## config.mk

```make
export PLATFORM = sky130hd
export DESIGN_NAME = three_channel_16bit_timer_unit_flat
export DESIGN_NICKNAME = d
export VERILOG_FILES = /design/src/rtl/tcu_pkg.sv /design/src/rtl/tcu_if.sv /design/src/rtl/three_channel_16bit_timer_unit.sv /design/src/flat_wrapper.sv
export SDC_FILE = /design/constraint.sdc
export NUM_CORES = 1
export LEC_CHECK = 0
export ABC_AREA = 0
export ABC_CLOCK_PERIOD_IN_PS = 6400
export BUFFER_PORTS_ARGS = -buffer_cell sky130_fd_sc_hd__buf_4
export CAP_MARGIN = 20
export CORE_UTILIZATION = 50
export DETAILED_ROUTE_END_ITERATION = 12
export PLACE_DENSITY = 0.66
export SETUP_SLACK_MARGIN = 0.05
export SYNTH_ARGS = -nofsm -noshare
export SYNTH_HDL_FRONTEND = slang
export SYNTH_SLANG_ARGS = --single-unit
```

## constraint.sdc

```tcl
create_clock -name clk -period 6.4 [get_ports clk]
set_clock_uncertainty 0.2 [all_clocks]
set_input_delay 0.64 -clock clk [delete_from_list [all_inputs] [get_ports clk]]
set_output_delay 0.64 -clock clk [all_outputs]
set_load 0.01 [all_outputs]
```

## src/rtl/tcu_pkg.sv

```systemverilog
package tcu_pkg;

    typedef enum logic [1:0] {
        OP_TICK  = 2'd0,
        OP_READ  = 2'd1,
        OP_WRITE = 2'd2
    } op_t;

    // common register offsets (address[4:3] == 0)
    localparam logic [2:0] ADDR_START    = 3'd0;
    localparam logic [2:0] ADDR_SYNC     = 3'd1;
    localparam logic [2:0] ADDR_MODE     = 3'd2;
    localparam logic [2:0] ADDR_OLVL     = 3'd3;
    localparam logic [2:0] ADDR_STAT_A   = 3'd4;
    localparam logic [2:0] ADDR_STAT_B   = 3'd5;
    localparam logic [2:0] ADDR_STAT_OVF = 3'd6;

    // per-channel register offsets
    localparam logic [2:0] OFF_CTRL   = 3'd0;
    localparam logic [2:0] OFF_IOCTRL = 3'd1;
    localparam logic [2:0] OFF_CNT    = 3'd2;
    localparam logic [2:0] OFF_GRA    = 3'd4;
    localparam logic [2:0] OFF_GRB    = 3'd6;

    // status register kinds
    localparam int KIND_A   = 0;
    localparam int KIND_B   = 1;
    localparam int KIND_OVF = 2;
    localparam int NUM_KINDS = 3;

    // clear select codes
    localparam logic [1:0] CLR_GRA = 2'd1;
    localparam logic [1:0] CLR_GRB = 2'd2;

    // fixed one bits on read
    localparam logic [7:0] FIX_START  = 8'hF8;
    localparam logic [7:0] FIX_SYNC   = 8'hF8;
    localparam logic [7:0] FIX_MODE   = 8'h98;
    localparam logic [7:0] FIX_OLVL   = 8'hC0;
    localparam logic [7:0] FIX_STAT   = 8'h88;
    localparam logic [7:0] FIX_CTRL   = 8'h80;
    localparam logic [7:0] FIX_IOCTRL = 8'h88;

    localparam logic [15:0] RD_NONE_CH = 16'hFFFF;
    localparam logic [15:0] CNT_MAX    = 16'hFFFF;
    localparam logic [15:0] GR_RESET   = 16'hFFFF;

endpackage

```

## src/rtl/tcu_if.sv

```systemverilog
interface tcu_cmd_if;
    logic        valid;
    logic        ready;
    logic [1:0]  opcode;
    logic [4:0]  reg_address;
    logic [15:0] write_data;

    modport source (output valid, opcode, reg_address, write_data, input ready);
    modport sink   (input valid, opcode, reg_address, write_data, output ready);
endinterface

interface tcu_rsp_if;
    logic        valid;
    logic        ready;
    logic [15:0] read_data;
    logic [11:0] irq_lines;

    modport source (output valid, read_data, irq_lines, input ready);
    modport sink   (input valid, read_data, irq_lines, output ready);
endinterface

```

## src/rtl/three_channel_16bit_timer_unit.sv

```systemverilog
// A response is written to the output register in the cycle after its request is accepted.
// Throughput: one request per cycle while no response is stalled; a request is taken while the previous response
// is being taken, since all work fits between the request and the output register.
// Reset (rst_n low, async): counters, prescaler and control registers clear,
// general registers go to 0xFFFF, no response is pending.
module three_channel_16bit_timer_unit #(
    parameter int NUM_CHANNELS = 3
) (
    input  logic       clk,
    input  logic       rst_n,
    tcu_cmd_if.sink    cmd,
    tcu_rsp_if.source  rsp
);

    logic [2:0]  prescale_reg, prescale_next, prescale_inc;
    logic [7:0]  start_reg, start_next;
    logic [7:0]  sync_reg, sync_next;
    logic [7:0]  mode_reg, mode_next;
    logic [7:0]  olvl_reg, olvl_next;
    logic [7:0]  stat_reg [tcu_pkg::NUM_KINDS];
    logic [7:0]  stat_next [tcu_pkg::NUM_KINDS];
    logic [7:0]  ctrl_reg [NUM_CHANNELS];
    logic [7:0]  ctrl_next [NUM_CHANNELS];
    logic [7:0]  ioctrl_reg [NUM_CHANNELS];
    logic [7:0]  ioctrl_next [NUM_CHANNELS];
    logic [15:0] cnt_reg [NUM_CHANNELS];
    logic [15:0] cnt_next [NUM_CHANNELS];
    logic [15:0] gra_reg [NUM_CHANNELS];
    logic [15:0] gra_next [NUM_CHANNELS];
    logic [15:0] grb_reg [NUM_CHANNELS];
    logic [15:0] grb_next [NUM_CHANNELS];

    logic        valid_reg;
    logic [15:0] rdata_reg, rdata_next;
    logic [11:0] irq_reg, irq_next;

    logic [NUM_CHANNELS-1:0] tick_en, ovf_set, hit_a, hit_b, chan_sel;
    logic [15:0] cnt_step [NUM_CHANNELS];

    logic accept;
    logic common_sel;
    logic [2:0] offset;
    logic [7:0] wbyte;

    assign cmd.ready     = !valid_reg || rsp.ready;
    assign accept        = cmd.valid && cmd.ready;
    assign rsp.valid     = valid_reg;
    assign rsp.read_data = rdata_reg;
    assign rsp.irq_lines = irq_reg;

    assign common_sel   = cmd.reg_address[4:3] == 2'd0;
    assign offset       = cmd.reg_address[2:0];
    assign wbyte        = cmd.write_data[7:0];
    assign prescale_inc = prescale_reg + 3'd1;

    for (genvar i = 0; i < NUM_CHANNELS; i++) begin : g_ch
        logic [2:0] sel;
        logic [1:0] clr;
        logic [2:0] div_mask;
        logic       clr_hit;
        logic       wrap;

        assign sel      = ctrl_reg[i][2:0];
        assign clr      = ctrl_reg[i][6:5];
        assign div_mask = 3'((4'd1 << sel[1:0]) - 4'd1);
        assign tick_en[i] = start_reg[i] && !sel[2] && ((prescale_inc & div_mask) == 3'd0);
        assign clr_hit  = (clr == tcu_pkg::CLR_GRA && cnt_reg[i] == gra_reg[i])
                       || (clr == tcu_pkg::CLR_GRB && cnt_reg[i] == grb_reg[i]);
        assign wrap     = cnt_reg[i] == tcu_pkg::CNT_MAX;
        assign cnt_step[i] = (clr_hit || wrap) ? 16'd0 : cnt_reg[i] + 16'd1;
        assign ovf_set[i]  = !clr_hit && wrap;
        assign hit_a[i]    = cnt_step[i] == gra_reg[i];
        assign hit_b[i]    = cnt_step[i] == grb_reg[i];
        assign chan_sel[i] = cmd.reg_address[4:3] == 2'(i + 1);
    end

    // state update
    always_comb
    begin
        prescale_next = prescale_reg;
        start_next    = start_reg;
        sync_next     = sync_reg;
        mode_next     = mode_reg;
        olvl_next     = olvl_reg;
        stat_next     = stat_reg;
        ctrl_next     = ctrl_reg;
        ioctrl_next   = ioctrl_reg;
        cnt_next      = cnt_reg;
        gra_next      = gra_reg;
        grb_next      = grb_reg;
        if (accept)
        begin
            unique case (tcu_pkg::op_t'(cmd.opcode))
                tcu_pkg::OP_TICK:
                begin
                    prescale_next = prescale_inc;
                    for (int i = 0; i < NUM_CHANNELS; i++)
                    begin
                        if (tick_en[i])
                        begin
                            cnt_next[i] = cnt_step[i];
                            if (ovf_set[i])
                                stat_next[tcu_pkg::KIND_OVF][i] = 1'b1;
                            if (hit_a[i])
                                stat_next[tcu_pkg::KIND_A][i] = 1'b1;
                            if (hit_b[i])
                                stat_next[tcu_pkg::KIND_B][i] = 1'b1;
                        end
                    end
                end
                tcu_pkg::OP_WRITE:
                begin
                    if (common_sel)
                    begin
                        unique case (offset)
                            tcu_pkg::ADDR_START: start_next = wbyte;
                            tcu_pkg::ADDR_SYNC:  sync_next  = wbyte;
                            tcu_pkg::ADDR_MODE:  mode_next  = wbyte;
                            tcu_pkg::ADDR_OLVL:  olvl_next  = wbyte;
                            tcu_pkg::ADDR_STAT_A, tcu_pkg::ADDR_STAT_B,
                            tcu_pkg::ADDR_STAT_OVF:
                                // enables replaced, flags cleared by writing zero
                                stat_next[offset[1:0]] = {1'b0, wbyte[6:4], 1'b0,
                                    stat_reg[offset[1:0]][2:0] & wbyte[2:0]};
                            default: ;
                        endcase
                    end
                    for (int i = 0; i < NUM_CHANNELS; i++)
                    begin
                        if (chan_sel[i])
                        begin
                            unique case (offset)
                                tcu_pkg::OFF_CTRL:   ctrl_next[i]   = wbyte;
                                tcu_pkg::OFF_IOCTRL: ioctrl_next[i] = wbyte;
                                tcu_pkg::OFF_CNT:    cnt_next[i]    = cmd.write_data;
                                tcu_pkg::OFF_GRA:    gra_next[i]    = cmd.write_data;
                                tcu_pkg::OFF_GRB:    grb_next[i]    = cmd.write_data;
                                default: ;
                            endcase
                        end
                    end
                end
                default: ;
            endcase
        end
    end

    // read data
    always_comb
    begin
        rdata_next = 16'd0;
        if (tcu_pkg::op_t'(cmd.opcode) == tcu_pkg::OP_READ)
        begin
            if (common_sel)
            begin
                unique case (offset)
                    tcu_pkg::ADDR_START: rdata_next = {8'd0, start_reg | tcu_pkg::FIX_START};
                    tcu_pkg::ADDR_SYNC:  rdata_next = {8'd0, sync_reg | tcu_pkg::FIX_SYNC};
                    tcu_pkg::ADDR_MODE:  rdata_next = {8'd0, mode_reg | tcu_pkg::FIX_MODE};
                    tcu_pkg::ADDR_OLVL:  rdata_next = {8'd0, olvl_reg | tcu_pkg::FIX_OLVL};
                    tcu_pkg::ADDR_STAT_A, tcu_pkg::ADDR_STAT_B, tcu_pkg::ADDR_STAT_OVF:
                        rdata_next = {8'd0, stat_reg[offset[1:0]] | tcu_pkg::FIX_STAT};
                    default: rdata_next = 16'd0;
                endcase
            end
            else
            begin
                rdata_next = tcu_pkg::RD_NONE_CH;
                for (int i = 0; i < NUM_CHANNELS; i++)
                begin
                    if (chan_sel[i])
                    begin
                        unique case (offset)
                            tcu_pkg::OFF_CTRL:
                                rdata_next = {8'd0, ctrl_reg[i] | tcu_pkg::FIX_CTRL};
                            tcu_pkg::OFF_IOCTRL:
                                rdata_next = {8'd0, ioctrl_reg[i] | tcu_pkg::FIX_IOCTRL};
                            tcu_pkg::OFF_CNT: rdata_next = cnt_reg[i];
                            tcu_pkg::OFF_GRA: rdata_next = gra_reg[i];
                            tcu_pkg::OFF_GRB: rdata_next = grb_reg[i];
                            default:          rdata_next = tcu_pkg::RD_NONE_CH;
                        endcase
                    end
                end
            end
        end
    end

    // interrupt lines from post-request flags
    always_comb
    begin
        irq_next = 12'd0;
        for (int k = 0; k < tcu_pkg::NUM_KINDS; k++)
        begin
            for (int i = 0; i < NUM_CHANNELS; i++)
            begin
                irq_next[i * 4 + k] = stat_next[k][i] && stat_next[k][i + 4];
            end
        end
    end

    always_ff @(posedge clk or negedge rst_n)
    begin
        if (!rst_n)
        begin
            prescale_reg <= 3'd0;
            start_reg    <= 8'd0;
            sync_reg     <= 8'd0;
            mode_reg     <= 8'd0;
            olvl_reg     <= 8'd0;
            for (int k = 0; k < tcu_pkg::NUM_KINDS; k++)
                stat_reg[k] <= 8'd0;
            for (int i = 0; i < NUM_CHANNELS; i++)
            begin
                ctrl_reg[i]   <= 8'd0;
                ioctrl_reg[i] <= 8'd0;
                cnt_reg[i]    <= 16'd0;
                gra_reg[i]    <= tcu_pkg::GR_RESET;
                grb_reg[i]    <= tcu_pkg::GR_RESET;
            end
            valid_reg <= 1'b0;
        end
        else
        begin
            prescale_reg <= prescale_next;
            start_reg    <= start_next;
            sync_reg     <= sync_next;
            mode_reg     <= mode_next;
            olvl_reg     <= olvl_next;
            stat_reg     <= stat_next;
            ctrl_reg     <= ctrl_next;
            ioctrl_reg   <= ioctrl_next;
            cnt_reg      <= cnt_next;
            gra_reg      <= gra_next;
            grb_reg      <= grb_next;
            if (accept)
                valid_reg <= 1'b1;
            else if (rsp.ready)
                valid_reg <= 1'b0;
        end
    end

    always_ff @(posedge clk)
    begin
        if (accept)
        begin
            rdata_reg <= rdata_next;
            irq_reg   <= irq_next;
        end
    end

endmodule

```

## src/flat_wrapper.sv

```systemverilog
// flat-port wrapper written by rule: the top's interface ports become plain ports
module three_channel_16bit_timer_unit_flat 
#(
    parameter int NUM_CHANNELS = 3
)
  (clk, rst_n, cmd_valid, cmd_opcode, cmd_reg_address, cmd_write_data, cmd_ready, rsp_valid, rsp_read_data, rsp_irq_lines, rsp_ready);
  tcu_cmd_if cmd_i ();
  tcu_rsp_if rsp_i ();
  input  logic clk;
  input  logic rst_n;
  input wire logic [$bits(cmd_i.valid)-1:0] cmd_valid;
  input wire logic [$bits(cmd_i.opcode)-1:0] cmd_opcode;
  input wire logic [$bits(cmd_i.reg_address)-1:0] cmd_reg_address;
  input wire logic [$bits(cmd_i.write_data)-1:0] cmd_write_data;
  output wire logic [$bits(cmd_i.ready)-1:0] cmd_ready;
  output wire logic [$bits(rsp_i.valid)-1:0] rsp_valid;
  output wire logic [$bits(rsp_i.read_data)-1:0] rsp_read_data;
  output wire logic [$bits(rsp_i.irq_lines)-1:0] rsp_irq_lines;
  input wire logic [$bits(rsp_i.ready)-1:0] rsp_ready;
  assign cmd_i.valid = cmd_valid;
  assign cmd_i.opcode = cmd_opcode;
  assign cmd_i.reg_address = cmd_reg_address;
  assign cmd_i.write_data = cmd_write_data;
  assign cmd_ready = cmd_i.ready;
  assign rsp_valid = rsp_i.valid;
  assign rsp_read_data = rsp_i.read_data;
  assign rsp_irq_lines = rsp_i.irq_lines;
  assign rsp_i.ready = rsp_ready;
  three_channel_16bit_timer_unit #(.NUM_CHANNELS(NUM_CHANNELS)) u_core (.clk(clk), .rst_n(rst_n), .cmd(cmd_i), .rsp(rsp_i));
endmodule
```

Yosys cells after proc, flatten, opt, wreduce, memory -nomap -nowiden
Index checks and enable logic that the tools add are counted.
Widths: inputs -> output; s select.
{ "word_totals": {"elab_cells": 209, "output_inout_bits": 30, "reg_bits": 258, "inputBits": 27} }
{ "classes": {"n_shift": 3, "bitwise": 5, "n_reduce_logical": 70, "muxes": 54, "eq_ne": 39, "n_lt_le_gt_ge": 2, "add_sub_neg": 7} }
{ "op_table": {"columns": ["operator", "count"], "rows": [
  ["$pmux 16 s5", 3],
  ["$mux 16", 14],
  ["$eq 16x16->1", 12],
  ["$pmux 48 s2", 1],
  ["$mux 23", 3],
  ["$reduce_and 4->1", 17],
  ["$add 16x1->16 const B", 3],
  ["$eq 16x16->1 const B", 3],
  ["$pmux 8 s5", 1],
  ["$logic_and 1x1->1", 26],
  ["$bwmux 24", 1],
  ["$mux 1", 20],
  ["$pmux 3 s2", 3],
  ["$bmux 8 s2", 1],
  ["$demux 8 s2", 1],
  ["$reduce_and 5->1", 3],
  ["$mux 7", 2],
  ["$ne 2x1->1 const B", 7],
  ["$and 3x3->3", 4],
  ["$eq 2x2->1 const B", 6],
  ["$logic_not 3->1", 4],
  ["$eq 2x1->1 const B", 5],
  ["$mux 5", 2],
  ["$eq 3x3->1 const B", 3],
  ["16 further kinds", 35]
]} }

Longest topological paths before layout
{ "logic_depth": {"depth_word": 11, "mapped_depth": 12, "mapped_depth_nobuf": 10} }

Least setup slack after synthesis
OpenSTA, ideal clock, no wires.
{ "synth_path": {"kind": "flip-flop to flip-flop", "startpoint": "register u_core.grb_reg[34] in the netlist's numbering", "endpoint": "register u_core.irq_reg[0] (netlist: u_core.rsp.irq_lines[0]) (data pin)", "stages_incl_launch_ff": 12, "slack_ns": 3.242, "path_buffers": 2, "required_time_ns": 6.069, "arrival_ns": 2.827, "synth_period_minus_slack_ns": 3.158, "setup_time_ns": 0.131, "cell_sequence": "dfstp_2 -> clkbuf_1 -> xnor2_1 -> nand4_1 -> or4_1 -> o22a_1 -> buf_2 -> a2111oi_2 -> o22ai_1 -> a2111oi_2 -> a31o_1 -> and2_1"} }
{ "synth_lines": {"columns": ["element", "line_no", "rtl"], "rows": [
  ["start: declaration", "three_channel_16bit_timer_unit.sv:30", "logic [15:0] grb_reg [NUM_CHANNELS];"],
  ["start signal: indexed assignment", "three_channel_16bit_timer_unit.sv:219", "grb_reg[i] <= tcu_pkg::GR_RESET;"],
  ["start signal: assignment", "three_channel_16bit_timer_unit.sv:235", "grb_reg <= grb_next;"],
  ["end signal: assignment", "three_channel_16bit_timer_unit.sv:248", "irq_reg <= irq_next;"],
  ["end: declaration", "three_channel_16bit_timer_unit.sv:35", "logic [11:0] irq_reg, irq_next;"]
]} }

Worst setup path after layout
{ "layout_path": {"startpoint": "register u_core.cnt_reg[16] in the netlist's numbering", "endpoint": "register u_core.irq_reg[5] (netlist: u_core.rsp.irq_lines[5]) (data pin)"} }
{ "layout_via": {"elab_chain_cells": 11, "word_cells_on_any_way": 15, "cone_classes": "add/sub: 1; eq/ne: 4; mux: 5; reduce/logical: 5"} }
{ "layout_lines": {"columns": ["element", "line_no", "rtl"], "rows": [
  ["start: declaration", "three_channel_16bit_timer_unit.sv:26", "logic [15:0] cnt_reg [NUM_CHANNELS];"],
  ["start signal: assignment", "three_channel_16bit_timer_unit.sv:233", "cnt_reg <= cnt_next;"],
  ["branches (longest 4 deep; another with $add 16x1->16)", null, null],
  ["$mux 16 *", "three_channel_16bit_timer_unit.sv:70", "assign cnt_step[i] = (clr_hit || wrap) ? 16'd0 : cnt_reg[i] + 16'd1;"],
  ["$eq 16x16->1 *", "three_channel_16bit_timer_unit.sv:73", "assign hit_b[i] = cnt_step[i] == grb_reg[i];"],
  ["$mux 1 *", "three_channel_16bit_timer_unit.sv:106", "if (hit_b[i])"],
  ["$mux 1 *", "three_channel_16bit_timer_unit.sv:99", "if (tick_en[i])"],
  ["$pmux 3 s2 *", "three_channel_16bit_timer_unit.sv:93", "unique case (tcu_pkg::op_t'(cmd.opcode))"],
  ["$mux 23 *", "three_channel_16bit_timer_unit.sv:91", "if (accept)"],
  ["$logic_and 1x1->1 *", "three_channel_16bit_timer_unit.sv:197", "irq_next[i * 4 + k] = stat_next[k][i] && stat_next[k][i + 4];"],
  ["net u_core.irq_next[5]", "three_channel_16bit_timer_unit.sv:35", null]
]} }
Mark *: on every way through the listed nets, which the timed path passes.
A chain may end at the register's enable or synchronous reset.

==> metrics <==
Vias/cell 6.72; global route overflow 0; width of the chip 186 um; CTS Root Cell clkbuf_16; DR top layer met5; number of buffers created by CTS 29; clock power share 34.1%; crit end category flip-flop; flops & latches, synth 247; I/O pin cnt 57; crit path launch type flip-flop; class of the most critical setup path flip-flop to flip-flop; final WL 62600 um; PortBufs 53; number of max-cap violations 0; Power Internal 3.24 mW; ratio of final minimum period to clock period 64.9%; PD cells 271 nW/um2; Setup WS pre-CTS 2.19 ns; Layout Nets 1812; drt drc 0; Async SR Flop Fraction 89.9%; DRT Pass-1 Iters 6; commonest non-fill, non-tap cell in the layout mux2_2; row count 66; Reg2Reg Setup Slack 2.25 ns; share of layout cells above drive strength 1 23.6%; GPL Wtd Cong 1.04; fill count 2936; Worst-Skew Late Latency 0.60 ns; post-synth cell types 88; largest net degree at the start of global routing 100; Max Clk Rate 241 MHz; Setup-failing EPs final 0; clock-pin slew on the worst setup and hold paths 0.07 ns; Slew Limit Fails 0; Comb power frac 24.5%; Die H 186 um; WP data required 6.61 ns; min Tclk post-route 4.15 ns; gr usage total 36.8%; status finished clean; commonest non-fill, non-tap cells in the layout 177 x mux2_2, 143 x nand2_1, 140 x nor2_1; sw frac 35.0%; first-pass GRT wire length 94000 um; Starting Density 51.3%; initial antenna violation count 3; worst ir drop on vdd 0.000240 V; Rel. slew slack 33.5%; Antenna Nets Post-Route 0; clock sink count 247; Pwr Total 4.99 mW; via count 15102; Worst Hold Depth 2; Hold/Removal Path Class input port to flip-flop; CP Max Fanout 14; Final Hold Vio Count 0; met2 WL 28200 um; DR WL met3 5750 um; Slew @ Worst Pin 0.995 ns; fin util 55.9%; Worst Setup EP u_core.rsp.irq_lines[5]$_DFFE_PP_; RSZ-0062 raised after global routing no; Ys Warns 0; Post-CTS Setup Bufs 0; die area 34400 um2; Post-synth EDFFs 25; Switch Pwr 1.74 mW; CTS tree done; post-route setup TNS 0 ns; register area share after synthesis 38.1%; H-tree levels 1; vias in the first global route 14577; Cells after Synth 1816; r2r startpoint u_core.cnt_reg[16]$_DFFE_PN0P_; CP arrival 4.36 ns; R2R depth 9; Mean Syn Cell Area 9.28 um2; placed cell area 17400 um2; most common flop cell mapped by yosys dfrtp_1; mapped cell area 16900 um2; Met1 Routed Length 25500 um; Pleak 7.10 nW; Layout area overhead 9.04%; core area 32900 um2; HPWL after DPL 45000 um; Final Worst Setup Slack 2.25 ns; design area 18400 um2; CP Launch Point u_core.cnt_reg[16]$_DFFE_PN0P_; initial DRC count 1845; clk buf depth 3; R2R Path End u_core.rsp.irq_lines[5]$_DFFE_PP_; routed len/inst 27.8 um; register share of total power 41.4%
==> worst max-delay path, cell delays in order, from the launching register on <==
cell and delay, ns:
dfrtp_1 0.66, ha_1 0.35, nand3_1 0.30, nor4_1 0.39, xor2_1 0.57, xor2_1 0.13
nor4b_1 0.32, o32ai_1 0.16, or4_1 0.62, o21ai_1 0.25
==> power groups by stage <==
stage	registers (mW)	clock network [mW]	logic, mW
3_5_place_dp	2.08	0	1.19
4_1_cts	2.05	1.71	1.19
5_1_grt	2.08	1.77	1.32
6_report	2.06	1.70	1.22
3_3_place_gp	2.07	0	1.17
2_1_floorplan	1.88	0	0.966
==> cells in the mapped netlist (5+ instances only) <==
library cell | n | share of area (%)
xor2_1 | 69 | 3.6
or3_1 | 7 | 0.26
a22oi_1 | 66 | 2.9
nor4_1 | 30 | 1.1
buf_4 | 9 | 0.40
o211ai_1 | 7 | 0.31
xnor2_1 | 119 | 6.2
nor4b_1 | 12 | 0.62
dfrtp_1 | 126 | 19
inv_1 | 32 | 0.71
mux2_2 | 177 | 12
a221oi_1 | 9 | 0.47
nand4_1 | 45 | 1.7
nand4b_1 | 8 | 0.42
dfstp_2 | 96 | 15
o31ai_1 | 7 | 0.31
nand2b_1 | 15 | 0.56
nor3_1 | 52 | 1.5
o21ai_0 | 127 | 3.8
o32ai_1 | 14 | 0.73
clkbuf_1 | 94 | 2.1
nand2_1 | 143 | 3.2
nor2b_1 | 15 | 0.56
buf_2 | 34 | 1.0
mux2i_1 | 19 | 1.1
a31oi_1 | 32 | 1.2
nor2_1 | 140 | 3.1
buf_1 | 6 | 0.13
or4_1 | 7 | 0.31
o31a_1 | 6 | 0.31
nor3b_1 | 8 | 0.36
a21oi_1 | 57 | 1.7
a211oi_1 | 15 | 0.67
a32oi_1 | 5 | 0.26
and2_1 | 11 | 0.41
o221ai_1 | 7 | 0.36
o22ai_1 | 18 | 0.67
nand3_1 | 55 | 1.6
edfxtp_1 | 25 | 4.5
==> layer usage <==
layer  up-vias  GRT usage [%]
met5         -              0
met4         2           16.3
met3       196           7.04
met2       860           57.8
met1      7460           49.3
li1       6584              -
==> how the worst min path moves through the flow <==
stage                                       startpoint                                  to  slack, ns
finish                                       cmd_valid        u_core.rsp.valid$_DFFE_PN0P_       0.05
global route                                 cmd_valid        u_core.rsp.valid$_DFFE_PN0P_       0.07
CTS                                          cmd_valid        u_core.rsp.valid$_DFFE_PN0P_       0.04
detailed placement  u_core.prescale_reg[2]$_DFFE_PN0P_  u_core.prescale_reg[2]$_DFFE_PN0P_       0.28
global placement    u_core.prescale_reg[2]$_DFFE_PN0P_  u_core.prescale_reg[2]$_DFFE_PN0P_       0.28
floorplan                                        rst_n       u_core.cnt_reg[0]$_DFFE_PN0P_       0.14
==> stage by stage <==
step | hold slack, ns | instances
floorplan | 0.144 | 1818
global placement | 0.279 | 2190
detailed placement | 0.282 | 2191
CTS | 0.0369 | 2246
global route | 0.0706 | 2246
finish | 0.0521 | 2247
==> final cells by class <==
cell class	instances	area, um2	area share (%)
Antenna cell	1	2.50	0.0136
Tap cell	442	553	3.01
Sequential cell	247	6430	35.0
Timing Repair Buffer	77	608	3.31
Clock buffer	40	817	4.45
Multi-Input combinational cell	1393	9690	52.7
Inverter	33	124	0.674
Clock inverter	14	155	0.844
==> cell families after synthesis <==
| family | count (synthesis) | synth area share (%) |
|---|---|---|
| AND/OR/NAND/NOR | 580 | 17.5 |
| AO/OA/AOI/OAI | 417 | 16.2 |
| flip-flops | 247 | 38.1 |
| multiplexers | 198 | 13.2 |
| XOR/XNOR | 191 | 10.1 |
| buffers and inverters | 178 | 4.51 |
| adder cells (fa/ha/maj) | 4 | 0.297 |
| other | 1 | 0.0223 |
==> repair_timing <==
item / 4_1_cts / 5_1_grt
endpoints found under the hold margin: 39 / 0
hold buffers: 1 / 0
gates resized for setup: 0 / 0
No activity file was read; power rests on OpenSTA's default activity.
